$ cat src/rtl/jafp_pkg.sv
// ----------------------------------------------------------------------------
// jafp_pkg
// Shared constants, types and the field locator for the joystick frame parser.
// ----------------------------------------------------------------------------
package jafp_pkg;

   localparam int FRAME_BYTES = 23;
   localparam int FIELD_CHARS = 4;
   localparam int FIELD_COUNT = 4;
   localparam int POS_W       = $clog2(FRAME_BYTES + 2);
   localparam int SLOT_W      = $clog2(FIELD_COUNT);
   localparam int MAG_W       = 14;
   localparam int VALUE_W     = 15;

   localparam logic [7:0] START_RESET = 8'd115;
   localparam logic [7:0] CHAR_ZERO   = 8'd48;
   localparam logic [7:0] CHAR_NINE   = 8'd57;
   localparam logic [7:0] CHAR_PLUS   = 8'd43;
   localparam logic [7:0] CHAR_MINUS  = 8'd45;
   localparam logic [7:0] CHAR_SPACE  = 8'd32;
   localparam logic [7:0] CHAR_TAB    = 8'd9;
   localparam logic [7:0] CHAR_CR     = 8'd13;

   localparam logic [POS_W-1:0] POS_SAT = POS_W'(FRAME_BYTES + 1);
   localparam logic [POS_W-1:0] POS_END = POS_W'(FRAME_BYTES);

   typedef logic [POS_W-1:0] pos_type;
   typedef logic signed [VALUE_W-1:0] value_type;
   typedef value_type values_type [FIELD_COUNT];

   typedef logic [POS_W-1:0] offsets_type [FIELD_COUNT];
   localparam offsets_type FIELD_OFFSET = '{POS_W'(2), POS_W'(7), POS_W'(12), POS_W'(17)};

   typedef struct packed {
      logic              step;       // a byte of the frame is being consumed
      logic              hit;        // byte lies inside a numeric field
      logic              first;      // first character of that field
      logic              last_char;  // last character of that field
      logic [SLOT_W-1:0] slot;
      logic              clear;      // frame ends with this byte
   } fld_ctrl_type;

   function automatic fld_ctrl_type locate_field(input pos_type pos);
      fld_ctrl_type r;
      r = '0;
      if (pos < POS_END) begin
         for (int k = 0; k < FIELD_COUNT; k++) begin
            if (pos >= FIELD_OFFSET[k] &&
                pos < FIELD_OFFSET[k] + POS_W'(FIELD_CHARS)) begin
               r.hit       = 1'b1;
               r.slot      = SLOT_W'(k);
               r.first     = (pos == FIELD_OFFSET[k]);
               r.last_char = (pos == FIELD_OFFSET[k] + POS_W'(FIELD_CHARS - 1));
            end
         end
      end
      return r;
   endfunction

endpackage

$ cat src/rtl/joystick_ascii_frame_parser.sv
// ----------------------------------------------------------------------------
// joystick_ascii_frame_parser
// Checks received serial frames and converts the four stick fields.
// ----------------------------------------------------------------------------
//  channel | direction | handshake      | transaction
//  req_    | in        | valid / stall  | one received byte, last-byte flag
//  rsp_    | out       | valid / stall  | accept flag and four stick values
//  csr_    | in        | valid / ready  | start character write
//
// One byte per cycle sustained while the input is not stalled; an accepted byte
// sits in the input register and is processed from there, and a frame's result
// is registered into the output register when its last byte is processed.
// Synchronous reset clears all frame state; start character returns to 's'.
// A stalled result only holds up the last byte of the next frame; other bytes
// keep flowing.
module joystick_ascii_frame_parser (
   input  logic                clock,
   input  logic                reset,
   input  logic                req_valid,
   output logic                req_stall,
   input  logic [7:0]          req_rx_byte,
   input  logic                req_frame_end,
   output logic                rsp_valid,
   input  logic                rsp_stall,
   output logic                rsp_frame_ok,
   output jafp_pkg::value_type rsp_left_x,
   output jafp_pkg::value_type rsp_left_y,
   output jafp_pkg::value_type rsp_right_x,
   output jafp_pkg::value_type rsp_right_y,
   input  logic                csr_valid,
   output logic                csr_ready,
   input  logic [7:0]          csr_start_char
);
   import jafp_pkg::*;

   logic [7:0]   start_ff;
   logic         in_valid_ff, in_valid_in;
   logic [7:0]   in_byte_ff;
   logic         in_end_ff;
   pos_type      pos_ff, pos_in;
   logic         bad_ff, bad_in;
   logic         rsp_valid_ff, rsp_valid_in;
   logic         ok_ff;
   values_type   out_ff;
   values_type   values;

   logic         advance;
   logic         take;
   logic         emit;
   logic         ok;
   fld_ctrl_type ctrl;

   assign csr_ready = 1'b1;

   assign advance   = in_valid_ff && (!in_end_ff || !rsp_valid_ff || !rsp_stall);
   assign req_stall = in_valid_ff && !advance;
   assign take      = req_valid && !req_stall;
   assign emit      = advance && in_end_ff;

   always_comb begin
      ctrl       = locate_field(pos_ff);
      ctrl.step  = advance;
      ctrl.clear = in_end_ff;
   end

   jafp_field_unit u_field (
      .clock   (clock),
      .reset   (reset),
      .ctrl    (ctrl),
      .rx_byte (in_byte_ff),
      .values  (values)
   );

   always_comb begin
      in_valid_in = take || (in_valid_ff && !advance);
      bad_in      = bad_ff;
      pos_in      = pos_ff;
      if (advance) begin
         if (in_byte_ff == 8'd0 || (pos_ff == '0 && in_byte_ff != start_ff)) begin
            bad_in = 1'b1;
         end
         if (pos_ff != POS_SAT) begin
            pos_in = pos_ff + POS_W'(1);
         end
      end
      ok = !bad_in && (pos_in == POS_END);
      if (emit) begin
         bad_in = 1'b0;
         pos_in = '0;
      end
      rsp_valid_in = emit || (rsp_valid_ff && rsp_stall);
   end

   always_ff @(posedge clock) begin
      if (reset) begin
         start_ff     <= START_RESET;
         in_valid_ff  <= 1'b0;
         pos_ff       <= '0;
         bad_ff       <= 1'b0;
         rsp_valid_ff <= 1'b0;
      end else begin
         if (csr_valid && csr_ready) begin
            start_ff <= csr_start_char;
         end
         in_valid_ff  <= in_valid_in;
         pos_ff       <= pos_in;
         bad_ff       <= bad_in;
         rsp_valid_ff <= rsp_valid_in;
      end
   end

   always_ff @(posedge clock) begin
      if (take) begin
         in_byte_ff <= req_rx_byte;
         in_end_ff  <= req_frame_end;
      end
      if (emit) begin
         ok_ff <= ok;
         for (int k = 0; k < FIELD_COUNT; k++) begin
            out_ff[k] <= ok ? values[k] : '0;
         end
      end
   end

   assign rsp_valid    = rsp_valid_ff;
   assign rsp_frame_ok = ok_ff;
   assign rsp_left_x   = out_ff[0];
   assign rsp_left_y   = out_ff[1];
   assign rsp_right_x  = out_ff[2];
   assign rsp_right_y  = out_ff[3];

   a_reject_zero: assert property (@(posedge clock) disable iff (reset)
      (rsp_valid_ff && !ok_ff) |-> (out_ff[0] == '0 && out_ff[1] == '0 &&
                                    out_ff[2] == '0 && out_ff[3] == '0))
      else $error("rejected frame carries non-zero values");

   a_pos_clear: assert property (@(posedge clock) disable iff (reset)
      emit |=> (pos_ff == '0 && !bad_ff))
      else $error("frame state not cleared after last byte");

   a_stall_only_end: assert property (@(posedge clock) disable iff (reset)
      req_stall |-> (in_valid_ff && in_end_ff && rsp_valid_ff))
      else $error("input stalled without a pending result");

   a_pos_sat: assert property (@(posedge clock) disable iff (reset)
      pos_ff <= POS_SAT)
      else $error("byte position beyond saturation");

endmodule

$ cat src/rtl/jafp_field_unit.sv
// ----------------------------------------------------------------------------
// jafp_field_unit
// Per-field integer conversion and storage of the four stick values.
// ----------------------------------------------------------------------------
module jafp_field_unit (
   input  logic                 clock,
   input  logic                 reset,
   input  jafp_pkg::fld_ctrl_type ctrl,
   input  logic [7:0]           rx_byte,
   output jafp_pkg::values_type values
);
   import jafp_pkg::*;

   localparam logic [1:0] PH_SKIP = 2'd0;
   localparam logic [1:0] PH_NUM  = 2'd1;
   localparam logic [1:0] PH_STOP = 2'd2;

   logic [1:0]       phase_ff, phase_in;
   logic             neg_ff, neg_in;
   logic [MAG_W-1:0] mag_ff, mag_in;
   values_type       values_ff, values_in;
   values_type       values_pre;

   logic [1:0]       ph_cur;
   logic             neg_cur;
   logic [MAG_W-1:0] mag_cur;
   logic             is_digit;
   logic             is_blank;
   logic [MAG_W-1:0] digit;
   logic [MAG_W:0]   mag_ext;

   always_comb begin
      is_digit = (rx_byte >= CHAR_ZERO) && (rx_byte <= CHAR_NINE);
      is_blank = (rx_byte == CHAR_SPACE) || ((rx_byte >= CHAR_TAB) && (rx_byte <= CHAR_CR));
      digit    = MAG_W'(rx_byte[3:0]);

      ph_cur  = ctrl.first ? PH_SKIP : phase_ff;
      neg_cur = ctrl.first ? 1'b0    : neg_ff;
      mag_cur = ctrl.first ? '0      : mag_ff;

      phase_in  = phase_ff;
      neg_in    = neg_ff;
      mag_in    = mag_ff;
      values_in = values_ff;
      mag_ext   = '0;

      if (ctrl.step && ctrl.hit) begin
         phase_in = ph_cur;
         neg_in   = neg_cur;
         mag_in   = mag_cur;
         unique case (ph_cur)
            PH_SKIP: begin
               if (is_blank) begin
                  phase_in = PH_SKIP;
               end else if (rx_byte == CHAR_PLUS) begin
                  phase_in = PH_NUM;
               end else if (rx_byte == CHAR_MINUS) begin
                  phase_in = PH_NUM;
                  neg_in   = 1'b1;
               end else if (is_digit) begin
                  phase_in = PH_NUM;
                  mag_in   = digit;
               end else begin
                  phase_in = PH_STOP;
               end
            end
            PH_NUM: begin
               if (is_digit) begin
                  mag_in = (mag_cur << 3) + (mag_cur << 1) + digit;
               end else begin
                  phase_in = PH_STOP;
               end
            end
            default: begin
               phase_in = ph_cur;
            end
         endcase
         if (ctrl.last_char) begin
            mag_ext = {1'b0, mag_in};
            values_in[ctrl.slot] = neg_in ? value_type'(-mag_ext) : value_type'(mag_ext);
         end
      end

      values_pre = values_in;

      if (ctrl.step && ctrl.clear) begin
         phase_in = PH_SKIP;
         neg_in   = 1'b0;
         mag_in   = '0;
         for (int k = 0; k < FIELD_COUNT; k++) begin
            values_in[k] = '0;
         end
      end
   end

   always_ff @(posedge clock) begin
      if (reset) begin
         phase_ff <= PH_SKIP;
         neg_ff   <= 1'b0;
         mag_ff   <= '0;
         for (int k = 0; k < FIELD_COUNT; k++) begin
            values_ff[k] <= '0;
         end
      end else begin
         phase_ff  <= phase_in;
         neg_ff    <= neg_in;
         mag_ff    <= mag_in;
         values_ff <= values_in;
      end
   end

   // values of the current frame including this byte, before the end-of-frame clear
   assign values = values_pre;

endmodule
$ cat config.mk
export PLATFORM = sky130hd
export DESIGN_NAME = joystick_ascii_frame_parser
export DESIGN_NICKNAME = d
export VERILOG_FILES = /design/src/rtl/jafp_pkg.sv /design/src/rtl/joystick_ascii_frame_parser.sv /design/src/rtl/jafp_field_unit.sv
export SDC_FILE = /design/constraint.sdc
export NUM_CORES = 1
export LEC_CHECK = 0
export BUFFER_PORTS_ARGS = -buffer_cell sky130_fd_sc_hd__buf_2
export CAP_MARGIN = 20
export CORE_ASPECT_RATIO = 1.1
export CORE_UTILIZATION = 64
export CTS_CLUSTER_SIZE = 24
export DETAILED_ROUTE_END_ITERATION = 12
export GPL_TIMING_DRIVEN = 1
export PLACE_DENSITY = 0.85
export SYNTH_ARGS = -nofsm -noshare
export SYNTH_HDL_FRONTEND = slang
export SYNTH_SLANG_ARGS = --single-unit
$ cat constraint.sdc
create_clock -name clock -period 9.4 [get_ports clock]
set_clock_uncertainty 0.15 [all_clocks]
set_input_delay 0.47 -clock clock [delete_from_list [all_inputs] [get_ports clock]]
set_output_delay 0.47 -clock clock [all_outputs]
set_load 0.01 [all_outputs]
Word-level counts from Yosys, hierarchy flattened. Memories as Yosys holds them, arrays and structs flattened. Cells that the tools add are included.

$add $sub $neg: 4. $mul: 0. Div/mod/pow operators: 0. Order comparisons: 15. Equal/unequal tests: 15. Shifts and indexed selects: 0. Muxes and demuxes: 42. Bitwise logic cells: 1. Reduce and logical (&&, ||, !) cells: 31.

Operators by type and width (count): $mux 60 (2); $mux 14 (7); $mux 15 (6); $bwmux 60 (1); $mux 5 (7); $demux 15 s2 (1); $pmux 14 s2 (1); $eq 8x6->1 const B (3); $eq 5x4->1 const B (3); $eq 5x5->1 const B (3); $logic_and 1x1->1 (15); $lt 5x5->1 const B (3); $neg 14->15 (1); $add 14x14->14 (1); $add 14x4->14 (1); $mux 2 (6); $eq 5x3->1 const B (2); $mux 1 (10); $ge 8x4->1 const B (1); $ge 8x6->1 const B (1); $le 8x4->1 const B (1); $le 8x6->1 const B (1); $logic_not 8->1 (1); $ne 8x8->1 (1); 19 further kinds (29).

Bits in registers: 103. Latch bits: 0. Bits in writable memories: 60. Memory bits (read-only): 0. Input port bits: 22. Output and inout bits: 64. Memories kept: 1.

Memories: out_ff (depth 4, width 15, read ports 4, clocked after Yosys merged registers in 0, wr ports 4, line joystick_ascii_frame_parser.sv:44) `values_type out_ff;`.

Depth between registers and ports, before layout. Gate-level depths: netlist (run 1).

Depth in word-level cells: 20. Mapped depth: 19. Depth with buffers taken out: 17.

Modules after synthesis. From an unflattened synthesis (run 1), not the netlist that was laid out.

Cell total of the unflattened synthesis: 897. Area total of the unflattened synthesis: 8541.9 sq um.

Modules (own cells, without submodules): jafp_field_unit (times used 1, cells an instance 619, area each 4907.2 sq um); joystick_ascii_frame_parser (times used 1, cells an instance 278, area each 3634.7 sq um).

Least setup slack after synthesis (run 1). No wires, ideal clock.

Path type: register to register. From: register pos_ff[0]. To: memory out_ff[0][13] (netlist name) (data pin). Library setup time: 0.261 ns. Arrival time: 4.167 ns. Data required time: 8.989 ns. Slack: 4.822 ns. Stages on the path, launching flop included: 19. Path buffers: 2. Period minus slack after synthesis: 4.578 ns. Path through: dfxtp_1 inv_1 ha_1 mux2_2 nand2_2 clkbuf_1 and3_1 ha_1 ha_1 fa_1 a21o_1 nand4_1 a211oi_1 o31a_1 or3_4 a2111oi_4 buf_6 a2111o_1 nand3_1.

RTL lines: start, declared (line joystick_ascii_frame_parser.sv:40) `pos_type pos_ff, pos_in;`; start signal, assigned (line joystick_ascii_frame_parser.sv:106) `pos_ff <= pos_in;`; end, declared (line joystick_ascii_frame_parser.sv:44).

==> flow_summary.toml, run 1 <==
[outcome]
status = "complete, no violations"

[placement]
portBuffers = 84
place_ws_ns = 4.010
gp_congestion = 0.8849
dpl.hpwl_mm = 13.87
dp.cells = 1117
placedInstanceArea_mm2 = 0.009273

[clock_tree]
cts_resized = 0
clk_pin_slew_worst_paths_ns = 0.06
clk_latency_ns = 0.43
numCtsBuffers = 17
htree_levels = 4
clock-root-buffer = "clkbuf_16"
clock_sinks = 163
cts.hold.buffers_added = 0
clk_path_buf_depth = 2
post-cts-setup-buffers = 0
cts_tree = "yes"

[pwr]
swShare_pct = 25.29
leakage_nw = 3.731
pwr-share-seq_pct = 50.5
ir_drop_mv = 0.1191
clockPowerShare_pct = 42.7
p_comb_share_pct = 6.9
pwr_density_cell_mw_per_mm2 = 153.5
p_sw_mw = 0.3809
power_mw = 1.506
internal_power_mw = 1.125

[yosys]
synth_area_mm2 = 0.008851
synth_top_cell_by_area = "edfxtp_1"
seq_area_frac_synth_pct = 44.78
synth_cell_type_count = 93
yosys-top-cells-area = "edfxtp_1 24%, dfxtp_1 21%, nor2_1 5.2%, ha_1 4.0%, mux2i_1 3.6%"
netlist_instances = 907
ys_ff_latch = 163
synth_warnings = 0
async_flop_share_pct = 0
syn-num-nets = 959
synth_edf_count = 70
synth_ff_type = "dfxtp_1"
syn_avg_cell_area_um2 = 9.759
synthDominantCellAreaShare_pct = 23.75

[timing]
post-route-period-util_pct = 58.42
final_hold_viol_count = 0
timing.final.max_slew_violations = 0
fin_ws_ns = 3.909
max_freq_mhz = 182.1
tightest_slew_ns = 0.9663
relSlewSlack_pct = 35.58
rsz0062_at_grt = "no"
setup_viol = 0
timing.hold.ws_ns = 0.06202
setup_tns_ns = 0
min_period_ns = 5.491

[finish]
diodes = 0
fin_util_pct = 73.68
layout.nets = 1005
area_delta_synth_final_pct = 10.90
stdcell_count = 1150
finalInstanceArea_mm2 = 0.009816
drive_gt1_share_pct = 17.18

[worst_setup_path]
end_kind = "flop"
cp.required_ns = 9.42
ff2ff_setup_slack_ns = 3.91
cp_data_arrival_time_ns = 5.51
r2r_start = "pos_ff[0]"
crit_type = "reg -> reg"
rr_endpoint = "out_ff[3][11]"
path_max_fanout = 17
rr_worst_depth = 17
startpoint_type = "flop"

[min_path]
min_from = "req_rx_byte[3]"
hp-class = "in -> reg"
min_path_cells = 1
min_to = "in_byte_ff[3]"

[route]
ant_nets = 0
drcViolationCount = 0
first_pass_iters = 5
viasPerCell = 6.418
num_vias = 7381
drt-initial-drc-count = 681
drt_wl_total_mm = 20.93
avgRoutedWirePerCell_um = 18.20

[die]
die_w_um = 114.1
core_area_mm2 = 0.01332
dieArea_mm2 = 0.01430
initial_core_util_pct = 66.44
die_h_um = 125.3
io_pins = 86
rows = 44

[global_routing]
grt_pass1_wl_mm = 34.30
antenna_found_initial = 0
grt_max_degree = 71
overflow = 0
track_usage_pct = 30.50
grt_pass1_vias = 6987

[run]
cap_violations = 0
cell type report:
cell class              instances  area, um2
inverters                      20      75.07
repair buffers                 96      510.5
clock inverters                13      102.6
clock buffers                  19      432.9
fillers                       961       3507
flip-flops and latches        163       3964
well taps                     184      230.2
multi-input cells             655       4501
worst max-delay path, cell delays in order (launching register included):
cell,delay [ns]
dfxtp_1,0.48
inv_1,0.18
ha_1,0.26
mux2_2,0.29
nand2_2,0.25
and3_1,0.26
inv_1,0.07
fa_1,0.48
inv_1,0.07
ha_1,0.32
a211o_1,0.34
xor2_1,0.17
o21ai_0,0.29
nand3b_1,0.12
a32o_1,0.38
nor4_2,0.82
or4_1,0.21
nand3_1,0.08
cells in the mapped netlist, drive strengths merged (7+ instances only):
cell / n
a211o: 7
a211oi: 29
a21o: 8
a21oi: 40
a31oi: 19
a32oi: 19
and2: 19
and3: 21
buf: 31
clkbuf: 38
dfxtp: 93
edfxtp: 70
ha: 28
inv: 20
mux2i: 33
nand2: 41
nand3: 41
nand4: 19
nor2: 124
nor2b: 14
nor3: 23
nor4: 8
o21ai: 23
o31ai: 15
or4: 13
xnor2: 8
xor2: 17
how the worst max path moves through the flow:
| stage | depth (start not counted) | to | slack, ns | from |
|---|---|---|---|---|
| floorplan | 18 | out_ff[0][13] | 4.82 | pos_ff[0] |
| global placement | 17 | out_ff[3][11] | 4.20 | pos_ff[0] |
| detailed placement | 17 | out_ff[3][11] | 4.01 | pos_ff[0] |
| CTS | 17 | out_ff[1][10] | 4.00 | pos_ff[0] |
| global route | 17 | out_ff[3][11] | 3.64 | pos_ff[0] |
| finish | 17 | out_ff[3][11] | 3.91 | pos_ff[0] |
routing by layer:
layer / vias up / GRT usage [%] / routed length, um
met1: 3471 / 37.24 / 8361
li1: 3511 / - / -
met4: 0 / 14.36 / 756
met3: 70 / 6.592 / 1578
met5: - / 0 / 0
met2: 329 / 51.12 / 10240
kinds of logic (layout without fill, tap and decap cells):
kind of cell	count (synthesis)	in the layout	share of synthesized area (%)
AO/OA/AOI/OAI	216	216	18.72
XOR/XNOR	25	25	2.474
adder cells (fa/ha/maj)	30	30	4.411
buffers and inverters	89	148	4.439
flip-flops	163	163	44.78
multiplexers	34	34	4.001
other	1	1	0.04237
AND/OR/NAND/NOR	349	349	21.13
placed cells by master, fill, tap and decap left out, drive strengths merged, types with 19 or more instances in the layout:
| master | n |
|---|---|
| a32oi | 19 |
| and3 | 21 |
| a211oi | 29 |
| inv | 26 |
| nand3 | 41 |
| and2 | 19 |
| mux2i | 33 |
| nor2 | 124 |
| a21oi | 40 |
| dfxtp | 93 |
| ha | 28 |
| a31oi | 19 |
| o21ai | 23 |
| nand2 | 41 |
| buf | 96 |
| nand4 | 19 |
| clkbuf | 19 |
| edfxtp | 70 |
| nor3 | 23 |
power groups by stage:
stage | registers (mW) | logic [mW] | clock network [mW]
detailed placement | 0.775 | 0.101 | 0
finish | 0.760 | 0.104 | 0.643
CTS | 0.760 | 0.102 | 0.644
floorplan | 0.774 | 0.0741 | 0
global route | 0.761 | 0.112 | 0.672
global placement | 0.775 | 0.0991 | 0
flip-flops by register name, summed over array words and instances, names as in the netlist, 2 cells and up:
register / flops
out_ff: 60
u_field.values_ff: 60
u_field.mag_ff: 14
in_byte_ff: 8
start_ff: 8
pos_ff: 5
u_field.phase_ff: 2
(Power assumes the default switching activity.)
==> run 2, diff against run 1 <==
ABC_AREA = 1   (was unset)
CORE_UTILIZATION = 59   (was 64)
PLACE_DENSITY = 0.8   (was 0.85)
clock period = 5.57 ns   (was 9.4 ns; I/O delays follow)
==> run 2 against run 1 <==
Via count shrank 5.1%. Critical path depth grew 13. Clock power grew 76%. Largest power group unchanged. Critical endpoint is now out_ff[2][11]. Wire length shrank 12%. Sequential share of layout area grew 0.79 points. Synthesized area shrank 6.0%. Non-clock buffer count grew 15. Final cell count grew 17%. First-iteration DRC count shrank 12%. Register-to-register slack lost 3.0 ns. Power grew 78%. Combinational power grew to 2.5 times the previous value.
==> flow_summary.toml, run 2 <==
[outcome]
status = "complete, no violations"

[route]
ant_nets = 0
drt_wl_total_mm = 18.44
drt-initial-drc-count = 601
viasPerCell = 5.187
drcViolationCount = 0
avgRoutedWirePerCell_um = 13.66
num_vias = 7003
first_pass_iters = 5

[clock_tree]
cts.hold.buffers_added = 20
htree_levels = 4
clock_sinks = 163
clk_pin_slew_worst_paths_ns = 0.06
cts_tree = "yes"
cts_resized = 0
numCtsBuffers = 17
clk_path_buf_depth = 2
clk_latency_ns = 0.43
clock-root-buffer = "clkbuf_16"
post-cts-setup-buffers = 0

[placement]
dp.cells = 1298
dpl.hpwl_mm = 12.34
gp_congestion = 0.9255
placedInstanceArea_mm2 = 0.008850
place_ws_ns = 1.016
portBuffers = 84

[worst_setup_path]
end_kind = "flop"
crit_slowest_cell = "fa_1"
rr_endpoint = "out_ff[2][11]"
crit_family = "simple AND/OR/NAND/NOR gates"
crit_type = "reg -> reg"
r2r_start = "pos_ff[0]"
startpoint = "pos_ff[0]"
path_max_fanout = 11
rr_worst_depth = 30
startpoint_type = "flop"
cp_data_arrival_time_ns = 4.65
slowest_delay_ns = 0.51
ff2ff_setup_slack_ns = 0.91
crit_buf_inv = 5
crit_top_cell = "nand2_1"
cp.required_ns = 5.57

[global_routing]
antenna_found_initial = 0
grt_max_degree = 71
track_usage_pct = 26.66
grt_pass1_vias = 6342
overflow = 0
grt_pass1_wl_mm = 30.16

[yosys]
synthDominantCellAreaShare_pct = 25.26
synth_most_common_cell = "nand2_1"
synthTopCellsByCount = "282 x nand2_1, 181 x nor2_1, 101 x inv_1"
async_flop_share_pct = 0
synth_warnings = 0
synth_compound_area_share_pct = 7.261
synth_xor_area_share_pct = 1.774
synth_cell_type_count = 52
synth_top_family_by_area = "simple AND/OR/NAND/NOR gates"
synthAdderAreaFrac_pct = 4.690
netlist_instances = 1056
seq_area_frac_synth_pct = 47.62
synth_top_cell_by_area = "edfxtp_1"
syn_avg_cell_area_um2 = 7.882
syn-num-nets = 1108
synth_area_mm2 = 0.008323
synth_edf_count = 70
yosys-top-cells-area = "edfxtp_1 25%, dfxtp_1 22%, nand2_1 13%, nor2_1 8.2%, inv_1 4.6%"
synth_mux_area_share_pct = 0.4811
ys_ff_latch = 163
synth-simple-area-share_pct = 30.98
synth_ff_type = "dfxtp_1"

[timing]
max_freq_mhz = 214.8
setup_tns_ns = 0
final_hold_viol_count = 0
post-route-period-util_pct = 83.59
fin_ws_ns = 0.9142
min_period_ns = 4.656
setup_viol = 0
rsz0062_at_grt = "no"
timing.hold.ws_ns = 0.01414
relSlewSlack_pct = 42.84
timing.final.max_slew_violations = 0
tightest_slew_ns = 0.8554

[die]
dieArea_mm2 = 0.01459
rows = 45
initial_core_util_pct = 60.34
core_area_mm2 = 0.01379
die_w_um = 115.2
die_h_um = 126.6
io_pins = 86

[finish]
finalInstanceArea_mm2 = 0.009627
fill_cells = 1056
layout_commonest_cell = "nand2_1"
stdcell_count = 1350
top_regs = "out_ff x60, u_field.values_ff x60, u_field.mag_ff x14"
diodes = 0
layout.nets = 1201
drive_gt1_share_pct = 16.70
layout_common_cells = "281 x nand2_1, 181 x nor2_1, 100 x inv_1"
area_delta_synth_final_pct = 15.66

[min_path]
min_to = "start_ff[5]"
hp-class = "in -> reg"
min_from = "csr_valid"
min_path_cells = 3

[pwr]
ir_drop_mv = 0.1611
pwr_density_cell_mw_per_mm2 = 278.2
clockPowerShare_pct = 42.3
internal_power_mw = 2.005
p_comb_share_pct = 9.7
pwr-share-seq_pct = 48.0
swShare_pct = 25.13
p_sw_mw = 0.6731
leakage_nw = 4.431

[run]
cap_violations = 0
==> run 2: worst max path at each step <==
stage                     to  slack [ns]  depth (start not counted)
2_1_floorplan   out_ff[0][5]        1.58                         22
5_1_grt        out_ff[2][11]        0.48                         30
3_3_place_gp   out_ff[3][11]        1.09                         30
3_5_place_dp   out_ff[1][11]        1.02                         30
6_report       out_ff[2][11]        0.91                         30
4_1_cts        out_ff[1][11]        0.96                         30
==> run 2: power by group through the flow <==
| stage | Sequential, mW | Combinational [mW] | Clock (mW) |
|---|---|---|---|
| 2_1_floorplan | 1.31 | 0.179 | 0 |
| 6_report | 1.29 | 0.260 | 1.13 |
| 4_1_cts | 1.29 | 0.258 | 1.14 |
| 5_1_grt | 1.29 | 0.288 | 1.19 |
| 3_5_place_dp | 1.31 | 0.245 | 0 |
| 3_3_place_gp | 1.31 | 0.242 | 0 |
==> run 2: area by class of cell <==
| cell class | count | area (um2) | share of cell area, % |
|---|---|---|---|
| Clock buffer | 19 | 454.2 | 4.718 |
| Timing Repair Buffer | 111 | 673.1 | 6.992 |
| Multi-Input combinational cell | 748 | 3772 | 39.19 |
| Clock inverter | 13 | 122.6 | 1.274 |
| Tap cell | 188 | 235.2 | 2.443 |
| Sequential cell | 163 | 3964 | 41.17 |
| Inverter | 108 | 405.4 | 4.211 |
==> run 2: tightest hold or removal path, cell delays in order <==
cell and delay [ns]:
buf_2 0.16, nand2_1 0.06, nand3_1 0.06
==> run 2: cell families (layout without fill, tap and decap cells) <==
logic type,count (synthesis),after routing
xor gates and xnor gates,16,16
other,1,1
muxes,4,4
adders and majority gates,30,30
DFF,163,163
and+or+nand+nor,594,594
AOI/OAI and AO/OA,103,103
buffers and inverters,145,251
==> run 2: per-layer routing <==
metal / up-vias / GRT usage (%) / part of all wire, %
li1: 3572 / - / -
met1: 3199 / 33.99 / 45
met2: 203 / 45.39 / 49
met3: 29 / 5.208 / 4.3
met4: 0 / 8.480 / 1.6
met5: - / 0 / 0
==> run 2: through the flow <==
step	util, %	power [mW]
finish	69.79	2.678
global route	69.79	2.768
CTS	69.79	2.682
detailed placement	64.15	1.557
global placement	64.15	1.553
floorplan	-	1.491
==> run 3, diff against run 2 <==
clock period = 4.9 ns   (was 5.57 ns; I/O delays follow)
==> run 3 against run 2 <==
Sequential cell count unchanged. Combinational power rose by 16%. Sequential power increased by 13%. Power is 16% higher. Global-route usage shrank 0.056 points. Fmax rose by 3.3%. Worst hold slack improved by 0.0094 ns. Clock power rose by 19%. Final cell count is 0.44% higher. Critical path type unchanged. Largest cell class unchanged. Largest power group unchanged.
==> flow_summary.toml, run 3 (synthesized netlist as in run 2, its figures left out) <==
[run]
cap_violations = 0

[placement]
dpl.hpwl_mm = 12.52
gp_congestion = 0.8992
portBuffers = 84
place_ws_ns = 0.3608
placedInstanceArea_mm2 = 0.008865

[die]
core_area_mm2 = 0.01379
dieArea_mm2 = 0.01459
rows = 45
die_h_um = 126.6
io_pins = 86
die_w_um = 115.2
initial_core_util_pct = 60.34

[clock_tree]
numCtsBuffers = 17
post-cts-setup-buffers = 0
clk_path_buf_depth = 2
clock-root-buffer = "clkbuf_16"
clock_sinks = 163
cts_tree = "yes"
clk_pin_slew_worst_paths_ns = 0.06
htree_levels = 4
clk_latency_ns = 0.42

[finish]
finalInstanceArea_mm2 = 0.009727
layout_common_cells = "278 x nand2_1, 181 x nor2_1, 100 x inv_1"
diodes = 0
top_regs = "out_ff x60, u_field.values_ff x60, u_field.mag_ff x14"
layout_commonest_cell = "nand2_1"
area_delta_synth_final_pct = 16.87
drive_gt1_share_pct = 17.38
layout.nets = 1207

[route]
avgRoutedWirePerCell_um = 13.44
ant_nets = 0
drcViolationCount = 0
drt_wl_total_mm = 18.22
drt-initial-drc-count = 604
num_vias = 7047
viasPerCell = 5.197
first_pass_iters = 5

[min_path]
hp-class = "in -> reg"

[global_routing]
track_usage_pct = 26.60
grt_max_degree = 71
overflow = 0
grt_pass1_vias = 6549
grt_pass1_wl_mm = 30.45
antenna_found_initial = 0

[timing]
rsz0062_at_grt = "no"
min_period_ns = 4.509
fin_ws_ns = 0.3907
final_hold_viol_count = 0
setup_tns_ns = 0
setup_viol = 0
tightest_slew_ns = 0.7739
timing.final.max_slew_violations = 0
relSlewSlack_pct = 48.21
post-route-period-util_pct = 92.03
max_freq_mhz = 221.8

[pwr]
pwr_density_cell_mw_per_mm2 = 318.9
leakage_nw = 4.467
ir_drop_mv = 0.2097

[worst_setup_path]
slowest_delay_ns = 0.49
path_cells = "inv_1 > ha_1 > inv_1 > nor2_1 > nand2_2 > nand3_1 > nor2_1 > buf_4 > nand2_1 > fa_1 > inv_1 > fa_2 > or2_2 > nand3_1 > nand4_1 > nor2_1 > nor2_1 > xor2_1 > nand2_1 > o21ai_1 > nor2_1"
crit_top_cell = "nor2_1"
startpoint_type = "flop"
cp.required_ns = 4.90
ff2ff_setup_slack_ns = 0.39
end_kind = "flop"
crit_type = "reg -> reg"
path_max_fanout = 11
cp_data_arrival_time_ns = 4.51
crit_slowest_cell = "fa_1"

[outcome]
status = "complete, no violations"
## run 3: cell types whose count changed in the layout (fill, tap and decap cells not counted), moves of 2 or more
cell / delta
clkinv_4: -4
inv_6: +4
buf_4: +2
dlygate4sd3_1: +4
nand2_2: +3
dfxtp_1: -2
nand2_1: -3
clkinv_1: -2
dfxtp_2: +2
## run 3: path summary, 6_finish.rpt
path / start / endpoint / depth (start not counted)
max: pos_ff[0] / out_ff[2][4] / 21
min: rsp_stall / rsp_valid / 5
max reg2reg: pos_ff[0] / out_ff[2][4] / 21
min reg2reg: start_ff[6] / start_ff[6] / 2
## run 3: power by group
group / internal [mW] / switching (mW) / total, mW
clock network: 0.793 / 0.545 / 1.34
registers: 1.44 / 0.0202 / 1.46
logic: 0.106 / 0.197 / 0.302
## run 3: per-layer routing
metal  global-route usage [%]  vias to the layer above  wire length [um]
met2                    45.78                      233              9067
met1                    33.26                     3199              7904
li1                         -                     3583                 -
met3                    5.351                       32               936
met5                        0                        -                 0
met4                    8.785                        0               310
## run 3: timing repair
action	CTS	global route
endpoints found under the hold margin	18	0
hold buffers	24	0
setup endpoints to repair	0	36
resized for setup	0	7
## run 3: area by class of cell
cell class	count	area, um2
Clock inverter	12	140.1
Tap cell	188	235.2
Fill cell	1059	4068
Multi-Input combinational cell	748	3794
Clock buffer	20	457.9
Sequential cell	163	3966
Inverter	108	405.4
Timing Repair Buffer	117	728.2
## run 3: critical path: cells and delay by family, from the launching register on
kind / cells / cell delay, ns
AND/OR/NAND/NOR: 12 / 1.55
buffers and inverters: 4 / 0.45
XOR/XNOR: 1 / 0.44
flip-flops: 1 / 0.37
adder cells (fa/ha/maj): 3 / 1.15
AO/OA/AOI/OAI: 1 / 0.13
## run 3: through the flow
stage          util [%]  hold WS, ns  power [mW]  cells
6_report          70.51      0.02350       3.102   1356
5_1_grt           70.51      0.04913       3.211   1356
4_1_cts           70.34      0.01509       3.111   1356
3_5_place_dp      64.26       0.2731       1.769   1300
3_3_place_gp      64.26       0.2690       1.765   1300
2_1_floorplan         -       0.1641       1.695   1056
